--- src/sv/assert_macros.svh ---
// Assertion macros shared by the text pane RTL.
`ifndef ASSERT_MACROS_SVH
`define ASSERT_MACROS_SVH

// Same-cycle implication, checked on every rising edge outside reset.
`define TPCS_ASSERT_NOW(lbl, ante, cons) \
  lbl: assert property (@(posedge clk) disable iff (rst) (ante) |-> (cons)) \
    else $error("text pane assertion failed");

// Next-cycle implication, checked on every rising edge outside reset.
`define TPCS_ASSERT_NEXT(lbl, ante, cons) \
  lbl: assert property (@(posedge clk) disable iff (rst) (ante) |=> (cons)) \
    else $error("text pane assertion failed");

`endif

--- src/sv/tpcs_pkg.sv ---
// Shared types and constants of the text pane.
`default_nettype none

package tpcs_pkg;

  // Field widths of the command and result words.
  localparam int KIND_W     = 2;
  localparam int CODE_W     = 8;
  localparam int RROW_W     = 5;
  localparam int RCOL_W     = 6;
  localparam int CELL_W     = 8;
  localparam int OCOL_W     = 7;
  localparam int OLINE_W    = 5;
  localparam int OUSED_W    = 6;

  // Configuration registers.
  localparam int CFG_COLS_W = 7;
  localparam int CFG_ROWS_W = 6;
  localparam int CFG_DATA_W = 7;
  localparam int CFG_IDX_W  = 1;

  localparam logic [CFG_IDX_W-1:0] REG_COLS = 1'd0;
  localparam logic [CFG_IDX_W-1:0] REG_ROWS = 1'd1;

  localparam logic [CFG_COLS_W-1:0] COLS_RESET = 7'd64;
  localparam logic [CFG_ROWS_W-1:0] ROWS_RESET = 6'd32;

  // Command kinds.
  localparam logic [KIND_W-1:0] KIND_PUT   = 2'd0;
  localparam logic [KIND_W-1:0] KIND_READ  = 2'd1;
  localparam logic [KIND_W-1:0] KIND_CLEAR = 2'd2;

  // Character codes with special meaning.
  localparam logic [CODE_W-1:0] CH_BS       = 8'd8;
  localparam logic [CODE_W-1:0] CH_LF       = 8'd10;
  localparam logic [CODE_W-1:0] CH_CR       = 8'd13;
  localparam logic [CODE_W-1:0] CH_SPACE    = 8'd32;
  localparam logic [CODE_W-1:0] CH_PRINT_LO = 8'd32;
  localparam logic [CODE_W-1:0] CH_DEL      = 8'd127;

  // Request from the control FSM to the store walker.
  typedef struct packed {
    logic start;
    logic clear;
  } sweep_cmd_t;

endpackage

`default_nettype wire

--- src/sv/tpcs_sweep.sv ---
// Store walker: scrolls the configured rows up by one row, or zeroes the whole store.
`default_nettype none

module tpcs_sweep #(
  parameter int MAX_COLS = 64,
  parameter int MAX_ROWS = 32
) (
  input  wire logic                                 clk,
  input  wire logic                                 rst,
  input  wire tpcs_pkg::sweep_cmd_t                 cmd,
  input  wire logic [$clog2(MAX_ROWS+1)-1:0]        rows,
  input  wire logic [tpcs_pkg::CELL_W-1:0]          rd_data,
  output logic      [$clog2(MAX_ROWS*MAX_COLS)-1:0] rd_addr,
  output logic                                      wr_en,
  output logic      [$clog2(MAX_ROWS*MAX_COLS)-1:0] wr_addr,
  output logic      [tpcs_pkg::CELL_W-1:0]          wr_data,
  output logic                                      done
);
  import tpcs_pkg::*;

  localparam int DEPTH = MAX_ROWS * MAX_COLS;
  localparam int AW    = $clog2(DEPTH);
  localparam logic [AW:0] COLS_X  = (AW+1)'(MAX_COLS);
  localparam logic [AW:0] DEPTH_X = (AW+1)'(DEPTH);

  logic          active;
  logic [AW:0]   c;
  logic [AW:0]   c_inc;
  logic [AW:0]   copy_end;
  logic [AW:0]   total_end;
  logic          pw_valid;
  logic [AW-1:0] pw_addr;
  logic          pw_zero;

  assign c_inc = c + (AW+1)'(1);

  always_ff @(posedge clk) begin
    if (rst) begin
      active   <= 1'b0;
      pw_valid <= 1'b0;
    end else begin
      pw_valid <= active;
      if (cmd.start) begin
        active <= 1'b1;
      end else if (active && c_inc == total_end) begin
        active <= 1'b0;
      end
    end
  end

  // Cell c of the destination takes cell c plus one row, read in the cycle before the write.
  // Past the copy span the cells are zeroed.
  always_ff @(posedge clk) begin
    if (cmd.start) begin
      c         <= '0;
      copy_end  <= cmd.clear ? '0 : (AW+1)'(rows - 1'b1) * COLS_X;
      total_end <= cmd.clear ? DEPTH_X : (AW+1)'(rows) * COLS_X;
    end else if (active) begin
      c <= c_inc;
    end
    pw_addr <= AW'(c);
    pw_zero <= (c >= copy_end);
  end

  assign rd_addr = (c < copy_end) ? AW'(c + COLS_X) : '0;
  assign wr_en   = pw_valid;
  assign wr_addr = pw_addr;
  assign wr_data = pw_zero ? '0 : rd_data;
  assign done    = pw_valid && !active;

endmodule

`default_nettype wire

--- config.mk ---
export PLATFORM = sky130hd
export DESIGN_NAME = tpcs_sweep
export DESIGN_NICKNAME = d
export VERILOG_FILES = /design/src/sv/assert_macros.svh /design/src/sv/tpcs_pkg.sv /design/src/sv/tpcs_sweep.sv
export SDC_FILE = /design/constraint.sdc
export NUM_CORES = 1
export LEC_CHECK = 0
export CAP_MARGIN = 40
export CORE_MARGIN = 4
export CORE_UTILIZATION = 40
export CTS_CLUSTER_DIAMETER = 200
export DETAILED_ROUTE_END_ITERATION = 16
export DONT_BUFFER_PORTS = 1
export MAX_ROUTING_LAYER = met4
export PLACE_DENSITY = 0.66
export SYNTH_ARGS = -nofsm -noshare
export SYNTH_HDL_FRONTEND = slang
export SYNTH_SLANG_ARGS = --single-unit
--- constraint.sdc ---
create_clock -name clk -period 1.6 [get_ports clk]
set_input_delay 0.08 -clock clk [delete_from_list [all_inputs] [get_ports clk]]
set_output_delay 0.08 -clock clk [all_outputs]
set_load 0.005 [all_outputs]
Yosys cells after proc, flatten, opt, wreduce, memory -nomap -nowiden
Cells that the tools add are included.
- multiplexer cells: 4
- $lt $le $gt $ge: 2
- add/sub/neg operators: 3
- reduce and logical (&&, ||, !) cells: 4
- eq/ne operators: 1
- operator list (operator ; number):
    12-bit by 1-bit adder with 12-bit output, second input constant ; 1
    12-bit == test ; 1
    12-bit >= comparator ; 1
    12-bit < comparator ; 1
    11-bit by 7-bit adder with 11-bit output, second input constant ; 1
    11-bit 2-to-1 mux ; 1
    8-bit 2-to-1 mux ; 1
    6-bit by 1-bit subtractor with 6-bit output, second input constant ; 1
    1-bit logical AND ; 2
    1-bit 2-to-1 mux ; 2
    2-bit nonzero test ; 1
    1-bit logical NOT ; 1
- logic and storage cells: 23
- bits in registers: 50
- input port bits: 18

Logic depth before layout (Yosys ltp)
Gate-level depths: netlist (run 1).
- depth in word-level cells: 5
- mapped depth: 8
- depth with buffers taken out: 7

Least setup slack after synthesis (run 1)
No wires, ideal clock.
- kind: register to output
- start: register copy_end[9]
- end: output port rd_addr[1]
- slack: -0.073 ns
- required time: 1.520 ns
- buffers on the path: 1
- arrival: 1.593 ns
- stages on the path, launching flop included: 8
- path through: edfxtp_1 -> inv_1 -> ha_1 -> a21o_1 -> a21o_1 -> a211oi_1 -> clkbuf_1 -> and2_2
- longest elaborated chain between the ends: 2
- RTL lines (what ; RTL line ; source):
    from (decl) ; tpcs_sweep.sv:29 ; logic [AW:0] copy_end;
    from (signal assigned) ; tpcs_sweep.sv:56 ; copy_end <= cmd.clear ? '0 : (AW+1)'(rows - 1'b1) * COLS_X;
    12-bit < comparator ; tpcs_sweep.sv:65 ; assign rd_addr = (c < copy_end) ? AW'(c + COLS_X) : '0;
    11-bit 2-to-1 mux ; tpcs_sweep.sv:65 ;
    to (decl) ; tpcs_sweep.sv:13 ; output logic [$clog2(MAX_ROWS*MAX_COLS)-1:0] rd_addr,
Every way passes these cells.

Worst setup path in the final report (run 1)
- start: register copy_end[9]
- end: output port rd_addr[0]
Same word-level chain as after synthesis.

==> results of run 1 <==
==> sequential cells by signal, summed over array words and instances, names as in the netlist <==
name / count
active: 1
wr_en: 1
wr_addr: 11
c: 12
pw_zero: 1
total_end: 6
copy_end: 6
==> routing by layer <==
| layer | vias up | GRT usage | wire length, um | share of wire |
|---|---|---|---|---|
| met4 | 0 | 0.04720 | 72 | 0.016 |
| met1 | 698 | 0.1756 | 1954 | 0.43 |
| met3 | 8 | 0.05275 | 387 | 0.085 |
| met2 | 65 | 0.2385 | 2154 | 0.47 |
| met5 | - | - | 0 | 0 |
| li1 | 747 | - | - | - |
==> critical path, cell delays in order, from the launching register on <==
cell,delay [ns]
edfxtp_1,0.38
inv_2,0.08
ha_4,0.19
a21o_1,0.15
a21o_1,0.18
a211oi_4,0.29
buf_6,0.17
and2_4,0.16
==> synthesized netlist by cell type (2+ instances only) <==
| master | n |
|---|---|
| a21oi_1 | 2 |
| nand2_1 | 13 |
| o21ai_0 | 2 |
| edfxtp_1 | 12 |
| o2111ai_1 | 2 |
| nor3_1 | 3 |
| or2_2 | 2 |
| dfxtp_1 | 26 |
| ha_1 | 10 |
| xnor2_1 | 13 |
| nand3_1 | 4 |
| inv_1 | 13 |
| mux2i_1 | 2 |
| nor2_1 | 24 |
| buf_2 | 2 |
| and3_1 | 2 |
| nand4_1 | 6 |
| and2_1 | 9 |
| clkbuf_1 | 3 |
| xor2_1 | 12 |
| nor2b_1 | 15 |
| a21o_1 | 2 |
| buf_6 | 3 |
==> worst max-delay path by stage <==
stage                     depth (start not counted)         start           to  slack [ns]
after floorplan                                   7   copy_end[9]   rd_addr[1]        0.02
after global placement                            7   copy_end[9]   rd_addr[0]      -0.009
after detailed placement                          7   copy_end[9]  rd_addr[10]       -0.07
after CTS                                         7   copy_end[9]   rd_addr[0]       -0.37
after global routing                              7  copy_end[11]   rd_addr[0]       -0.46
final                                             7   copy_end[9]   rd_addr[0]       -0.36
==> logic make-up after synthesis <==
kind of cell / after synthesis / share of synthesized area
flops: 38 / 0.4408
mux: 2 / 0.01002
buf+inv: 24 / 0.06324
xor+xnor: 25 / 0.1096
compound gates: 17 / 0.06701
fa+ha+maj: 10 / 0.06262
simple gates: 88 / 0.2467
==> repair_timing <==
action / CTS / global route
setup buffers: 0 / 6
endpoints found under the setup margin: 13 / 15
hold endpoints to repair: 38 / 0
hold buffers: 5 / 0
gates resized for setup: 12 / 34
pin swaps: 5 / 16
cloned: 0 / 1
==> through the flow <==
| step | TNS (ns) | hold slack [ns] | util | power (W) | instances |
|---|---|---|---|---|---|
| after detailed placement | -0.4403 | 0.1502 | 0.4625 | 0.001326 | 285 |
| after CTS | -3.737 | 0.01655 | 0.5017 | 0.002042 | 298 |
| after floorplan | 0 | 0.1491 | - | 0.001258 | 204 |
| final | -3.958 | 0.01907 | 0.5401 | 0.002071 | 306 |
| after global placement | -0.01272 | 0.1507 | 0.4625 | 0.001321 | 285 |
| after global routing | -5.159 | 0.02517 | 0.5401 | 0.002158 | 306 |
==> power groups by stage <==
stage                     Combinational, W  Clock, W  Sequential [W]
after floorplan                   0.000159         0         0.00110
after global placement            0.000209         0         0.00111
after detailed placement          0.000213         0         0.00111
after CTS                         0.000245  0.000700         0.00110
after global routing              0.000320  0.000736         0.00110
final                             0.000294  0.000680         0.00110
==> final cells by class <==
class | count | area, sq um
tap | 67 | 83.83
timing repair buffer | 38 | 339.1
inverter | 13 | 48.80
clock buffer | 7 | 86.33
clock inverter | 1 | 5.005
fill | 440 | 2201
sequential | 38 | 897.1
multi-input combinational | 142 | 1125
==> results.cfg, run 1 <==
[finish]
antenna_cells = 0
layout.nets = 266
layout.cells.most_common = buf_4
drive_gt1_frac = 0.3389
area_delta_synth_final_pct = 29.37
final_cell_area_sq_um = 2585
layout_common_cells = buf_4, nor2_1, dfxtp_1

[sta]
final_max_slew_viol_count = 0
finalSetupViolCount = 13
tightest_slew_ns = 0.4291
fmax_ghz = 0.5091
period_minus_slack_ns = 1.964
period_share = 1.228
worst_slack_ns = -0.3644
hold_violations = 0
skew_ns = 0.008196
max-slew-margin-rel = 0.7113
rsz0062_at_grt = true

[placement]
port_buffers = 0
gp_congestion = 0.9122
placed_area_sq_um = 2213
preCtsSetupSlack_ns = -0.06524
dpl.hpwl_mm = 3.141

[yosys]
yosysSeqAreaShare = 0.4408
synth.area.top_cells = dfxtp_1, edfxtp_1, ha_1
synth-main-ff-cell = dfxtp_1
yosysUniqueCellTypes = 45
syn_avg_cell_area_sq_um = 9.795
synth-edff-count = 12
synthArstFlopShare = 0
synth_cells = 204
syn_nets = 232
yosysTopAreaCellShare = 0.2605
ys_ff_latch = 38
yosys_warnings = 0
yosysTopAreaCell = dfxtp_1
synth_area_sq_um = 1998

[job]
cap_violations = 0

[clock_tree]
htreeDepth = 2
clock_latency_ns = 0.29
cts_max_path_buffers = 2
path_clk_slew_ns = 0.07
numCtsBuffers = 5
clock_sinks = 38
cts-root-buf = clkbuf_8
cts_tree = done

[floorplan]
die_area_sq_um = 6191
rows = 25
core_sq_um = 4786
die_x_um = 78.68
die_h_um = 78.68
pin_count = 50
start_util = 0.4175

[detailed_routing]
drc_errors = 0
firstDrtPassIters = 5
wl_per_cell_um = 14.93
detail-route-antenna-nets = 0
via_count = 1518
viasPerCell = 4.961
drt_wl_total_mm = 4.568
drt_iter0_drc = 107

[grt]
grt_pass1_vias = 1455
grtUsageTotal = 0.1492
grt_max_degree = 26
grt_pass1_wl_mm = 6.955
grt_antenna_before_repair = 0
overflow = 0

[worst_setup_path]
crit_path_start_kind = register
path_class = reg2out
required_ns = 1.52
r2r-end = pw_zero
crit_fanout = 6
r2r-start = copy_end[9]
rr_worst_depth = 8
crit_arrival_ns = 1.88
r2r_slack_ns = -0.09
cp-end-kind = primary output

[power_and_ir_drop]
power_frac_clock = 0.329
ir_drop_mv = 0.3907
powerDensity_nw_per_um2 = 801.1
seqPwrFrac = 0.529
p_leak_nw = 1.087
p_sw_frac = 0.2521
power.switching_w = 0.0005221
internal-power_w = 0.001549
combPwrFrac = 0.142

[worst_hold_path]
hold_depth = 2
hp-class = in2reg
min_from = rows[4]
holdPathEnd = copy_end[10]

[run_status]
violations = negative setup slack
outcome = finished with violations
No activity file was read; power rests on OpenSTA's default activity.
==> run 2, diff against run 1 <==
--- a/config.mk
+++ b/config.mk
@@ -6,13 +6,12 @@
 export NUM_CORES = 1
 export LEC_CHECK = 0
 export CAP_MARGIN = 40
-export CORE_MARGIN = 4
-export CORE_UTILIZATION = 40
+export CORE_UTILIZATION = 30
 export CTS_CLUSTER_DIAMETER = 200
 export DETAILED_ROUTE_END_ITERATION = 16
 export DONT_BUFFER_PORTS = 1
 export MAX_ROUTING_LAYER = met4
-export PLACE_DENSITY = 0.66
+export PLACE_DENSITY = 0.55
 export SYNTH_ARGS = -nofsm -noshare
 export SYNTH_HDL_FRONTEND = slang
 export SYNTH_SLANG_ARGS = --single-unit
==> results.cfg, run 2 (same netlist as run 1, synthesis figures left out) <==
[detailed_routing]
firstDrtPassIters = 4
routed.top_layer = met4
detail-route-antenna-nets = 0
met2_wirelength_mm = 2.031
drt_wl_total_mm = 4.304
drc_errors = 0
via_count = 1471
m1WireLength_mm = 2.079
drt_iter0_drc = 49
viasPerCell = 4.685
wl_per_cell_um = 13.71
wl_met3_um = 145

[floorplan]
pin_count = 50
core_sq_um = 6386
rows = 29
die_area_sq_um = 6991
die_x_um = 83.61
die_h_um = 83.61
start_util = 0.3129

[placement]
port_buffers = 0
gp_congestion = 0.8218
dpl.hpwl_mm = 3.223
placedCellCount = 299

[clock_tree]
cts_max_path_buffers = 2
path_clk_slew_ns = 0.07
cts_tree = done
clock_sinks = 38
cts-root-buf = clkbuf_8
htreeDepth = 2
clock_latency_ns = 0.29
numCtsBuffers = 5

[sta]
period_share = 1.185
final_max_slew_viol_count = 0
worst_slack_ns = -0.2955
fmax_ghz = 0.5276
finalSetupViolCount = 11
hold_violations = 0
max-slew-margin-rel = 0.7215
setup_tns_ns = -3.045
period_minus_slack_ns = 1.895
tightest_slew_ns = 0.4140
skew_ns = 0.003119
rsz0062_at_grt = true

[worst_setup_path]
cp.buffers_inverters = 2
crit_arrival_ns = 1.82
crit_path_start_kind = register
cpMostUsedCell = a21o_1
cp_slowest_cell = edfxtp_1
crit_fanout = 7
max_stage_delay_ns = 0.38
path_class = reg2out
crit_family = compound AO/OA/AOI/OAI gates
crit_chain = inv_2, ha_4, a21o_1, a21o_1, a211oi_2, buf_4, and2_4
cp-end-kind = primary output
required_ns = 1.52

[finish]
largest_reg_flops = 12
antenna_cells = 0
area_delta_synth_final_pct = 28.99
layout.nets = 264
largest_register = c
fin_cells = 314
layout.cells.most_common = buf_4
layout_common_cells = buf_4, nor2_1, dfxtp_1
drive_gt1_frac = 0.3376

[power_and_ir_drop]
p_leak_nw = 1.047
powerDensity_nw_per_um2 = 775.9
total_power_w = 0.002000
ir_drop_mv = 0.3677

[run_status]
violations = negative setup slack
outcome = finished with violations

[grt]
grt_pass1_wl_mm = 6.844
grt_antenna_before_repair = 0
grtUsageTotal = 0.1284
grt_max_degree = 26
grt_pass1_vias = 1420
overflow = 0

[worst_hold_path]
hp-class = in2reg

[job]
cap_violations = 0
[run 2: final timing paths]
| path | startpoint | end | slack, ns | depth (start not counted) |
|---|---|---|---|---|
| setup / recovery | copy_end[9] | rd_addr[5] | -0.30 | 7 |
| hold / removal | rows[4] | total_end[10] | 0.009 | 1 |
| setup reg to reg | c[8] | active | 0.02 | 6 |
| hold reg to reg | c[3] | wr_addr[3] | 0.42 | 0 |
[run 2: cell type report]
type	instances	area, sq um
clock buffers	8	80.08
flip-flops and latches	38	903.4
repair buffers	36	317.8
well taps	77	96.34
multi-input cells	142	1131
inverters	13	48.80
fillers	648	3809
[run 2: power breakdown]
group          internal [W]  switching, W
sequential          0.00105     0.0000395
combinational      0.000139      0.000137
clock              0.000310      0.000326
[run 2: worst reg2reg max path, cell delays in order (launching register included)]
cell and delay, ns:
dfxtp_2 0.34, buf_4 0.15, xnor2_1 0.16, nor4b_2 0.25
a22oi_2 0.12, o41ai_2 0.34, nand3_1 0.10
[run 2: metrics by stage]
stage / hold slack (ns) / worst slack [ns] / util / area, sq um
2_1_floorplan: 0.1491 / 0.02177 / - / 2008
6_report: 0.009203 / -0.2955 / 0.4036 / 2577
4_1_cts: 0.001829 / -0.3049 / 0.3781 / 2415
5_1_grt: 0.01507 / -0.3629 / 0.4036 / 2577
3_3_place_gp: 0.1562 / -0.01953 / 0.3513 / 2243
3_5_place_dp: 0.1586 / -0.05851 / 0.3513 / 2243
[run 2: per-layer routing]
layer  up-vias  track usage
met5         -            -
li1        747            -
met4         0      0.04160
met1       690       0.1622
met2        29       0.2003
met3         5      0.03363
[run 2: repair_timing]
item,CTS,global route
setup buffers,0,1
hold buffers,5,0
pin swaps,8,11
endpoints found under the setup margin,13,14
endpoints found under the hold margin,38,0
resized for setup,14,31
==> run 3, diff against run 2 <==
--- a/config.mk
+++ b/config.mk
@@ -11,7 +11,7 @@
 export DETAILED_ROUTE_END_ITERATION = 16
 export DONT_BUFFER_PORTS = 1
 export MAX_ROUTING_LAYER = met4
-export PLACE_DENSITY = 0.55
+export PLACE_DENSITY = 0.54
 export SYNTH_ARGS = -nofsm -noshare
 export SYNTH_HDL_FRONTEND = slang
 export SYNTH_SLANG_ARGS = --single-unit
==> constraint.sdc (replaced) <==
create_clock -name clk -period 2.1 [get_ports clk]
set_input_delay 0.105 -clock clk [delete_from_list [all_inputs] [get_ports clk]]
set_output_delay 0.105 -clock clk [all_outputs]
set_load 0.005 [all_outputs]
==> results.cfg, run 3 (same netlist as run 1, synthesis figures left out) <==
[sta]
setup_tns_ns = 0
tightest_slew_ns = 0.4383
rsz0062_at_grt = false
hold_violations = 0
max-slew-margin-rel = 0.7068
period_share = 0.9586
worst_slack_ns = 0.08694
period_minus_slack_ns = 2.013
skew_ns = 0.006554
fmax_ghz = 0.4968
final_max_slew_viol_count = 0
finalSetupViolCount = 0

[floorplan]
rows = 29
core_sq_um = 6386
die_x_um = 83.61
die_area_sq_um = 6991
die_h_um = 83.61
pin_count = 50
start_util = 0.3129

[power_and_ir_drop]
powerDensity_nw_per_um2 = 663.9
total_power_w = 0.001498
p_leak_nw = 0.9039
ir_drop_mv = 0.3813

[worst_hold_path]
hp-class = in2reg
holdPathEnd = active
hold_depth = 2
min_from = rst

[detailed_routing]
detail-route-antenna-nets = 0
viasPerCell = 4.701
firstDrtPassIters = 4
drc_errors = 0
drt_iter0_drc = 68
via_count = 1368
wl_per_cell_um = 13.65
drt_wl_total_mm = 3.973

[grt]
grtUsageTotal = 0.1237
grt_antenna_before_repair = 0
grt_pass1_wl_mm = 6.672
overflow = 0
grt_pass1_vias = 1393
grt_max_degree = 26

[finish]
ff_latch_area_sq_um = 883.3
antenna_cells = 0
multiInputGateArea_sq_um = 998.5
layout_common_cells = nor2_1, dfxtp_1, nor2b_1
layout.nets = 242
final_cell_area_sq_um = 2256
fillers = 644
largest_reg_flops = 12
drive_gt1_frac = 0.1215
largest_register = c
area_delta_synth_final_pct = 12.90

[worst_setup_path]
r2r-end = active
r2r_slack_ns = 0.25
r2r-start = c[1]
crit_fanout = 6
crit_arrival_ns = 1.91
required_ns = 2.00
cp-end-kind = primary output
rr_worst_depth = 6
crit_path_start_kind = register
path_class = reg2out

[clock_tree]
cts_tree = done
cts-root-buf = clkbuf_8
htreeDepth = 2
cts_max_path_buffers = 2
path_clk_slew_ns = 0.07
clock_latency_ns = 0.28
clock_sinks = 38
numCtsBuffers = 5
postCtsSetupBuffers = 0

[run_status]
outcome = completed

[placement]
placed_area_sq_um = 2054
port_buffers = 0
dpl.hpwl_mm = 2.886
gp_congestion = 0.8042
preCtsSetupSlack_ns = 0.2675

[job]
cap_violations = 0
==> run 3: per-stage QoR <==
step                      instances  utilization  hold WS, ns
after detailed placement        275       0.3217       0.1862
after CTS                       287       0.3431    0.0003817
final                           291       0.3533     0.005047
after global placement          275       0.3217       0.1806
after global routing            291       0.3533     0.002490
after floorplan                 204            -       0.1741
==> run 3: critical path: stages, from the launching register on <==
cell and delay (ns):
edfxtp_1 0.37, inv_1 0.07, ha_1 0.23, a21o_1 0.16, a21o_1 0.18, a211oi_2 0.26
buf_4 0.20, nor2b_2 0.15
==> run 3: how the worst max path moves through the flow <==
| stage | start | to | slack, ns | cells after the start |
|---|---|---|---|---|
| after floorplan | copy_end[9] | rd_addr[1] | 0.40 | 7 |
| after global placement | c[7] | active | 0.28 | 6 |
| after detailed placement | c[1] | active | 0.27 | 6 |
| after CTS | c[7] | rd_addr[10] | 0.04 | 6 |
| after global routing | copy_end[9] | rd_addr[2] | 0.01 | 7 |
| final | copy_end[9] | rd_addr[10] | 0.09 | 7 |
==> run 3: report_power, final <==
part           switching [W]  internal [W]
clock network       0.000238      0.000260
logic              0.0000810     0.0000816
registers          0.0000374      0.000799
==> run 3: timing repair <==
item | in CTS | in global routing
hold endpoints to repair | 35 | 3
hold buffers | 5 | 2
resized for setup | 0 | 7
setup endpoints to repair | 0 | 11
==> run 3: final cells by class <==
class	instances	share of cell area
Clock buffer	7	0.03827
Multi-Input combinational cell	142	0.4426
Sequential cell	38	0.3916
Tap cell	77	0.04271
Inverter	13	0.02163
Timing Repair Buffer	14	0.06323
==> run 3: per-layer routing <==
| layer | track usage | routed length (um) | share of wire |
|---|---|---|---|
| met5 | - | 0 | 0 |
| met3 | 0.03363 | 184 | 0.046 |
| met4 | 0.04931 | 82 | 0.021 |
| met2 | 0.1870 | 1769 | 0.45 |
| met1 | 0.1566 | 1937 | 0.49 |
